`config.mk`:
```
export PLATFORM = sky130hd
export DESIGN_NAME = two_queue_linked_pool_unit
export DESIGN_NICKNAME = d
export VERILOG_FILES = /design/src/sv/tql_pkg.sv /design/src/sv/tql_ram.sv /design/src/sv/two_queue_linked_pool_unit.sv
export SDC_FILE = /design/constraint.sdc
export NUM_CORES = 2
export LEC_CHECK = 0
export BUFFER_PORTS_ARGS = -buffer_cell sky130_fd_sc_hd__buf_2
export CAP_MARGIN = 15
export CORE_MARGIN = 5
export CORE_UTILIZATION = 29
export CTS_BUF_LIST = sky130_fd_sc_hd__clkbuf_2
export CTS_CLUSTER_SIZE = 14
export DETAILED_ROUTE_END_ITERATION = 16
export PLACE_DENSITY = 0.47
export SYNTH_ARGS = -nofsm -noshare
export SYNTH_HDL_FRONTEND = slang
export SYNTH_SLANG_ARGS = --single-unit
```
`constraint.sdc`:
```
create_clock -name clk -period 5.3 [get_ports clk]
set_input_delay 0.265 -clock clk [delete_from_list [all_inputs] [get_ports clk]]
set_output_delay 0.265 -clock clk [all_outputs]
set_load 0.05 [all_outputs]
```
`src/sv/tql_pkg.sv`:
```
// Shared types and constants of the two-queue linked pool.
package tql_pkg;

  localparam int POOL_ENTRIES_DEF = 64;
  localparam int REC_W            = 32;
  localparam int KIND_W           = 3;

  typedef enum logic [KIND_W-1:0] {
    KIND_PUSH    = 3'd0,
    KIND_POP     = 3'd1,
    KIND_PEEK    = 3'd2,
    KIND_REVERSE = 3'd3,
    KIND_APPEND  = 3'd4
  } kind_t;

  typedef enum logic [2:0] {
    ST_CLEAR,
    ST_IDLE,
    ST_PUSH_LINK,
    ST_POP_LINK,
    ST_PEEK_RD,
    ST_REV_HEAD,
    ST_REV_STEP
  } state_t;

endpackage

```
`src/sv/tql_ram.sv`:
```
// Simple dual-port memory: one write port, one read port with registered data.
module tql_ram #(
  parameter int DEPTH = tql_pkg::POOL_ENTRIES_DEF,
  parameter int WIDTH = tql_pkg::REC_W
) (
  input  logic                     clk,
  input  logic                     we,
  input  logic [$clog2(DEPTH)-1:0] waddr,
  input  logic [WIDTH-1:0]         wdata,
  input  logic [$clog2(DEPTH)-1:0] raddr,
  output logic [WIDTH-1:0]         rdata
);
  import tql_pkg::*;

  logic [WIDTH-1:0] mem [DEPTH];

  always_ff @(posedge clk) begin
    if (we) begin
      mem[waddr] <= wdata;
    end
  end

  always_ff @(posedge clk) begin
    rdata <= mem[raddr];
  end

endmodule

```
`src/sv/two_queue_linked_pool_unit.sv`:
```
// Top level: two FIFO queues kept as linked lists in a shared entry pool.
//
//  channel   | handshake          | payload
//  ----------+--------------------+-----------------------------------------------
//  command   | start, busy        | kind, queue_sel, entry_value
//  result    | done (1-cycle)     | status, head_value, queue_count, queue_empty
//
// Push, pop and peek are accepted, then make one link/record memory access; append and
// every refused command finish in the accepting cycle; reverse walks the list, one
// link-memory step per entry.
// done pulses in the cycle after the last working cycle; busy is low again then.
// After reset a clearing pass chains every link-memory entry into the free list;
// busy stays high during it. The receiver cannot stall results.
module two_queue_linked_pool_unit #(
  parameter int POOL_ENTRIES = tql_pkg::POOL_ENTRIES_DEF
) (
  input  logic                              clk,
  input  logic                              rst,
  input  logic                              start,
  output logic                              busy,
  input  logic [tql_pkg::KIND_W-1:0]        kind,
  input  logic                              queue_sel,
  input  logic [tql_pkg::REC_W-1:0]         entry_value,
  output logic                              done,
  output logic                              status,
  output logic [tql_pkg::REC_W-1:0]         head_value,
  output logic [$clog2(POOL_ENTRIES+1)-1:0] queue_count,
  output logic                              queue_empty
);
  import tql_pkg::*;

  localparam int IDX_W = $clog2(POOL_ENTRIES);
  localparam int CNT_W = $clog2(POOL_ENTRIES + 1);

  state_t state, state_next;

  logic [IDX_W-1:0] head [2];
  logic [IDX_W-1:0] head_next [2];
  logic [IDX_W-1:0] tail [2];
  logic [IDX_W-1:0] tail_next [2];
  logic [CNT_W-1:0] qlen [2];
  logic [CNT_W-1:0] qlen_next [2];
  logic [IDX_W-1:0] free_head, free_head_next;
  logic [CNT_W-1:0] free_len, free_len_next;

  logic             op_q, op_q_next;
  logic [IDX_W-1:0] op_node, op_node_next;
  logic [IDX_W-1:0] prev, prev_next;
  logic [IDX_W-1:0] cur, cur_next;
  logic [CNT_W-1:0] step_cnt, step_cnt_next;
  logic [IDX_W-1:0] clr_idx, clr_idx_next;

  logic             rep_q;
  logic             emit, emit_status, emit_q;
  logic [REC_W-1:0] emit_value;

  logic             link_we;
  logic [IDX_W-1:0] link_waddr, link_wdata, link_raddr, link_rdata;
  logic             rec_we;
  logic [IDX_W-1:0] rec_waddr, rec_raddr;
  logic [REC_W-1:0] rec_rdata;

  tql_ram #(.DEPTH(POOL_ENTRIES), .WIDTH(IDX_W)) u_link (
    .clk   (clk),
    .we    (link_we),
    .waddr (link_waddr),
    .wdata (link_wdata),
    .raddr (link_raddr),
    .rdata (link_rdata)
  );

  tql_ram #(.DEPTH(POOL_ENTRIES), .WIDTH(REC_W)) u_rec (
    .clk   (clk),
    .we    (rec_we),
    .waddr (rec_waddr),
    .wdata (entry_value),
    .raddr (rec_raddr),
    .rdata (rec_rdata)
  );

  always_ff @(posedge clk) begin
    if (rst) begin
      state     <= ST_CLEAR;
      head      <= '{default: '0};
      tail      <= '{default: '0};
      qlen      <= '{default: '0};
      free_head <= '0;
      free_len  <= CNT_W'(POOL_ENTRIES);
      clr_idx   <= '0;
      done      <= 1'b0;
    end else begin
      state     <= state_next;
      head      <= head_next;
      tail      <= tail_next;
      qlen      <= qlen_next;
      free_head <= free_head_next;
      free_len  <= free_len_next;
      clr_idx   <= clr_idx_next;
      done      <= emit;
    end
  end

  always_ff @(posedge clk) begin
    op_q     <= op_q_next;
    op_node  <= op_node_next;
    prev     <= prev_next;
    cur      <= cur_next;
    step_cnt <= step_cnt_next;
    if (emit) begin
      status     <= emit_status;
      head_value <= emit_value;
      rep_q      <= emit_q;
    end
  end

  always_comb begin
    state_next     = state;
    head_next      = head;
    tail_next      = tail;
    qlen_next      = qlen;
    free_head_next = free_head;
    free_len_next  = free_len;
    op_q_next      = op_q;
    op_node_next   = op_node;
    prev_next      = prev;
    cur_next       = cur;
    step_cnt_next  = step_cnt;
    clr_idx_next   = clr_idx;
    link_we        = 1'b0;
    link_waddr     = '0;
    link_wdata     = '0;
    link_raddr     = '0;
    rec_we         = 1'b0;
    rec_waddr      = '0;
    rec_raddr      = '0;
    emit           = 1'b0;
    emit_status    = 1'b0;
    emit_value     = '0;
    emit_q         = op_q;

    unique case (state)
      ST_CLEAR: begin
        link_we    = 1'b1;
        link_waddr = clr_idx;
        if (clr_idx == IDX_W'(POOL_ENTRIES - 1)) begin
          link_wdata = '0;
          state_next = ST_IDLE;
        end else begin
          link_wdata   = IDX_W'(clr_idx + 1'b1);
          clr_idx_next = IDX_W'(clr_idx + 1'b1);
        end
      end

      ST_IDLE: begin
        if (start) begin
          op_q_next = queue_sel;
          emit_q    = queue_sel;
          case (kind)
            KIND_PUSH: begin
              if (free_len == '0) begin
                emit        = 1'b1;
                emit_status = 1'b1;
              end else begin
                link_raddr   = free_head;
                rec_we       = 1'b1;
                rec_waddr    = free_head;
                op_node_next = free_head;
                state_next   = ST_PUSH_LINK;
              end
            end
            KIND_POP: begin
              if (qlen[queue_sel] == '0) begin
                emit        = 1'b1;
                emit_status = 1'b1;
              end else begin
                link_raddr   = head[queue_sel];
                rec_raddr    = head[queue_sel];
                op_node_next = head[queue_sel];
                state_next   = ST_POP_LINK;
              end
            end
            KIND_PEEK: begin
              if (qlen[queue_sel] == '0) begin
                emit        = 1'b1;
                emit_status = 1'b1;
              end else begin
                rec_raddr  = head[queue_sel];
                state_next = ST_PEEK_RD;
              end
            end
            KIND_REVERSE: begin
              if (qlen[queue_sel] < CNT_W'(2)) begin
                emit        = 1'b1;
                emit_status = 1'b1;
              end else begin
                link_raddr    = head[queue_sel];
                prev_next     = head[queue_sel];
                step_cnt_next = CNT_W'(1);
                state_next    = ST_REV_HEAD;
              end
            end
            KIND_APPEND: begin
              op_q_next = 1'b0;
              emit_q    = 1'b0;
              emit      = 1'b1;
              if (qlen[1] == '0) begin
                emit_status = 1'b1;
              end else begin
                if (qlen[0] == '0) begin
                  head_next[0] = head[1];
                end else begin
                  link_we    = 1'b1;
                  link_waddr = tail[0];
                  link_wdata = head[1];
                end
                tail_next[0] = tail[1];
                qlen_next[0] = CNT_W'(qlen[0] + qlen[1]);
                qlen_next[1] = '0;
                head_next[1] = '0;
                tail_next[1] = '0;
              end
            end
            default: begin
              emit        = 1'b1;
              emit_status = 1'b1;
            end
          endcase
        end
      end

      ST_PUSH_LINK: begin
        free_head_next = link_rdata;
        free_len_next  = CNT_W'(free_len - 1'b1);
        if (qlen[op_q] == '0) begin
          head_next[op_q] = op_node;
        end else begin
          link_we    = 1'b1;
          link_waddr = tail[op_q];
          link_wdata = op_node;
        end
        tail_next[op_q] = op_node;
        qlen_next[op_q] = CNT_W'(qlen[op_q] + 1'b1);
        emit            = 1'b1;
        state_next      = ST_IDLE;
      end

      ST_POP_LINK: begin
        qlen_next[op_q] = CNT_W'(qlen[op_q] - 1'b1);
        if (qlen[op_q] == CNT_W'(1)) begin
          head_next[op_q] = '0;
          tail_next[op_q] = '0;
        end else begin
          head_next[op_q] = link_rdata;
        end
        // return the entry to the front of the free list
        link_we        = 1'b1;
        link_waddr     = op_node;
        link_wdata     = free_head;
        free_head_next = op_node;
        free_len_next  = CNT_W'(free_len + 1'b1);
        emit           = 1'b1;
        emit_value     = rec_rdata;
        state_next     = ST_IDLE;
      end

      ST_PEEK_RD: begin
        emit       = 1'b1;
        emit_value = rec_rdata;
        state_next = ST_IDLE;
      end

      ST_REV_HEAD: begin
        cur_next   = link_rdata;
        link_raddr = link_rdata;
        state_next = ST_REV_STEP;
      end

      ST_REV_STEP: begin
        // flip one link while fetching the successor of the next entry
        link_we       = 1'b1;
        link_waddr    = cur;
        link_wdata    = prev;
        prev_next     = cur;
        cur_next      = link_rdata;
        link_raddr    = link_rdata;
        step_cnt_next = CNT_W'(step_cnt + 1'b1);
        if (step_cnt == CNT_W'(qlen[op_q] - 1'b1)) begin
          tail_next[op_q] = head[op_q];
          head_next[op_q] = cur;
          emit            = 1'b1;
          state_next      = ST_IDLE;
        end
      end

      default: begin
        state_next = ST_IDLE;
      end
    endcase
  end

  assign busy        = (state != ST_IDLE);
  assign queue_count = qlen[rep_q];
  assign queue_empty = (qlen[rep_q] == '0);

endmodule

```
==> results.env <==
FIRST_ITER_VIOLATIONS=8723
DETAILEDPLACEMENTHPWL_UM=225000
CLK-INSERTION-DELAY-LATE_PS=2180
DIEAREA_SQ_MM=0.371
POWER-PER-CELL-AREA_mW_PER_MM2=310
TOTAL_LEAKAGE_POWER_nW=40.6
DR_TOTAL_VIAS=73540
GRT_OVERFLOW_TOTAL=0
POSTSYNTHAREAPERCELL_SQ_UM=13.9
CLKTRANSATPATHREGS_PS=120
PORT_BUFFERS=81
SYNTH_COMMONEST_CELLS='edfxtp_1, nand2_1, nor2_1'
CORE_SQ_MM=0.358
YS.FLOP_TYPE='edfxtp_1'
MAX-CLOCK-PATH-BUFFERS=4
GRT_PASS1_WL_UM=552000
TRITONCTS_CLOCK_TREE='done'
NETS_FINAL=8365
LARGEST_NET_DEGREE_AT_THE_START_OF_GLOBAL_ROUTING=113
POST_CTS_RESIZED=0
SYNTH-ASYNC-RESET-RATIO_PCT=0
GRT_PASS1_VIAS=71374
CRIT_PATH_END_KIND='flip-flop'
TRITONCTS.NUM_BUFFERS=679
INITIAL_UTILIZATION_PCT=29.0
DR.PASS1.ITERS=9
POSTCTSSETUPREPAIRBUFS=0
FIN_WORST_HOLD_SLACK_PS=315
FINAL_CELL_COUNT_NO_FILL=13620
WORSTSETUPPATHTYPE='flip-flop to flip-flop'
SYNTH_AREA_LEADERS='edfxtp_1, nand2_1, mux2i_1'
POSTROUTEANTENNANETS=0
POST_SYNTH_NUM_CELL_TYPES=92
NETLIST_AREA_SQ_MM=0.104
SETUP_TNS_PS=0
TRITONCTS_NUM_SINKS=2591
SYNTH.MOST_COMMON_CELL='edfxtp_1'
WORST_IR_DROP_VDD_uV=215
WORST_SLEW_PIN_SLEW_PS=1160
WORST_SETUP_PATH_START_KIND='flip-flop'
POST_SYNTHESIS_REGISTER_BIT_COUNT=2591
DRT-WIRELENGTH-PER-CELL_UM=29.1
PLACEDINSTANCEAREA_SQ_MM=0.113
SYNTHTOLAYOUTAREAGROWTH_PCT=16.6
SYNTHESIS.NETS=7565
PLACE.DETAILED.INSTANCES=12238
TIMING_HOLD_VIOLATIONS_FINAL=0
HOLD_BUFFERS=161
DETAIL_ROUTE.DRC_VIOLATIONS=0
WORST_SLEW_MARGIN_REL_PCT=21.4
STATUS='finished clean'
LAYOUT_MIN_CYCLE_TIME_PS=4980
SETUP_VIOL=0
CORE_OCCUPANCY_IN_THE_FINISHED_LAYOUT_PCT=33.9
WORST-PATH-MAX-FANOUT=76
GP_CONGESTION=0.858
TOP_LEVEL_PORTS=82
DIE_HT_UM=609
SYNTH_WARNINGS=0
SYNTH.LARGEST_AREA_CELL='edfxtp_1'
SYN-INSTANCE-COUNT=7507
CTS_HTREE_LEVELS=6
CRITICAL_PATH_REQUIRED_PS=7090
SYNTH_ENABLE_FLOP_CELLS=2491
DIE-WIDTH_UM=609
PLACEMENTROWS=220
ROUTED_WL_UM=396000
POSTLAYOUTCELLAREA_SQ_MM=0.121
FMAX_GHz=0.201
GRT_SETUP_UNREPAIRED='no'
ANTENNA_FOUND_INITIAL=27
FINAL.SETUP_SKEW_PS=302
CTSROOTBUFFERMASTER='clkbuf_2'
DRV.MAX_CAP_VIOLATION_COUNT=0
FINAL_MIN_PERIOD_OVER_CLOCK_PERIOD_PCT=93.9
WORST_PATH_ARRIVAL_TIME_PS=6760
HP_CLASS='input port to flip-flop'
GRT_USAGE_PCT=20.5
VIASPERCELL=5.40
SYNTH_SEQUENTIAL_AREA_RATIO_PCT=73.8
REPORT.FINAL.SLEW_VIOL_COUNT=0
SYNTHDOMINANTCELLAREASHARE_PCT=71.9
LAYOUT-DRIVE-GT1-SHARE_PCT=20.6
critical path, stage by stage, from the launching register on:
cell	delay, ps
dfxtp_1	360
or4_4	580
nor4_4	450
o21a_4	400
buf_4	400
o21ai_4	140
buf_12	290
buf_4	340
o221ai_1	410
o22ai_1	270
o21ai_0	690
o211ai_1	200
logic make-up (layout without fill, tap and decap cells):
group,after synthesis,after routing,synth area share [%]
adders and majority gates,19,19,0.243
xor gates and xnor gates,40,40,0.337
buffers and inverters,531,1846,2.21
DFF,2591,2591,73.8
and+or+nand+nor,2497,2497,10.5
muxes,262,262,2.71
other,0,25,0
AOI/OAI and AO/OA,1567,1567,10.2
final cells by class:
class / count / area [sq um]
fillers: 35288 / 237000
flip-flops and latches: 2591 / 76800
multi-input cells: 4385 / 25800
repair buffers: 633 / 6280
well taps: 4773 / 5970
clock buffers: 1032 / 5160
clock inverters: 164 / 1030
inverters: 17 / 63.8
diodes: 25 / 62.6
cells in the final DEF (no fill, tap or decap), types with 126 or more instances in the layout:
master,instances
a21oi_1,338
edfxtp_1,2491
o21ai_0,261
clkbuf_2,1032
mux2i_1,195
nor2_1,465
and3_1,126
nand3_1,292
nand2_1,1225
dlygate4sd3_1,128
a31oi_1,162
buf_4,331
sequential cells by signal, summed over array words and instances, names as in the netlist:
register      flops
clr_idx           6
cur               6
done              1
free_head         6
free_len          7
head             12
head_value       32
op_node           6
op_q              1
prev              6
qlen             14
rep_q             1
state             3
status            1
step_cnt          7
tail             12
u_link.mem      384
u_link.rdata      6
u_rec.mem      2048
u_rec.rdata      32
where the power goes:
group | total [mW] | internal, mW | switching, mW
registers | 22.5 | 22.4 | 0.0393
clock network | 14.3 | 5.64 | 8.64
logic | 0.894 | 0.253 | 0.641
total | 37.6 | 28.3 | 9.32
stage by stage:
stage | power [mW] | setup slack [ps]
3_5_place_dp | 23.7 | 530
5_1_grt | 39.2 | 298
2_1_floorplan | 23.2 | 744
4_1_cts | 38.0 | 391
6_report | 37.6 | 322
3_3_place_gp | 23.6 | 80.4
final timing paths:
path / start / to / slack (ps) / depth (start not counted)
hold / removal: entry_value[13] / u_rec.mem[27][13] / 320 / 6
setup / recovery: qlen[13] / u_rec.rdata[16] / 320 / 11
setup reg to reg: qlen[13] / u_rec.rdata[16] / 320 / 11
hold reg to reg: free_len[4] / free_len[4] / 500 / 2
per-layer routing:
layer	up-vias	wire length (um)	track usage (%)
met5	-	405	0
met4	10	13700	7.37
met3	739	37100	4.29
met2	4013	177000	31.4
met1	37800	169000	28.9
li1	30978	-	-
No activity file was read; power rests on OpenSTA's default activity.
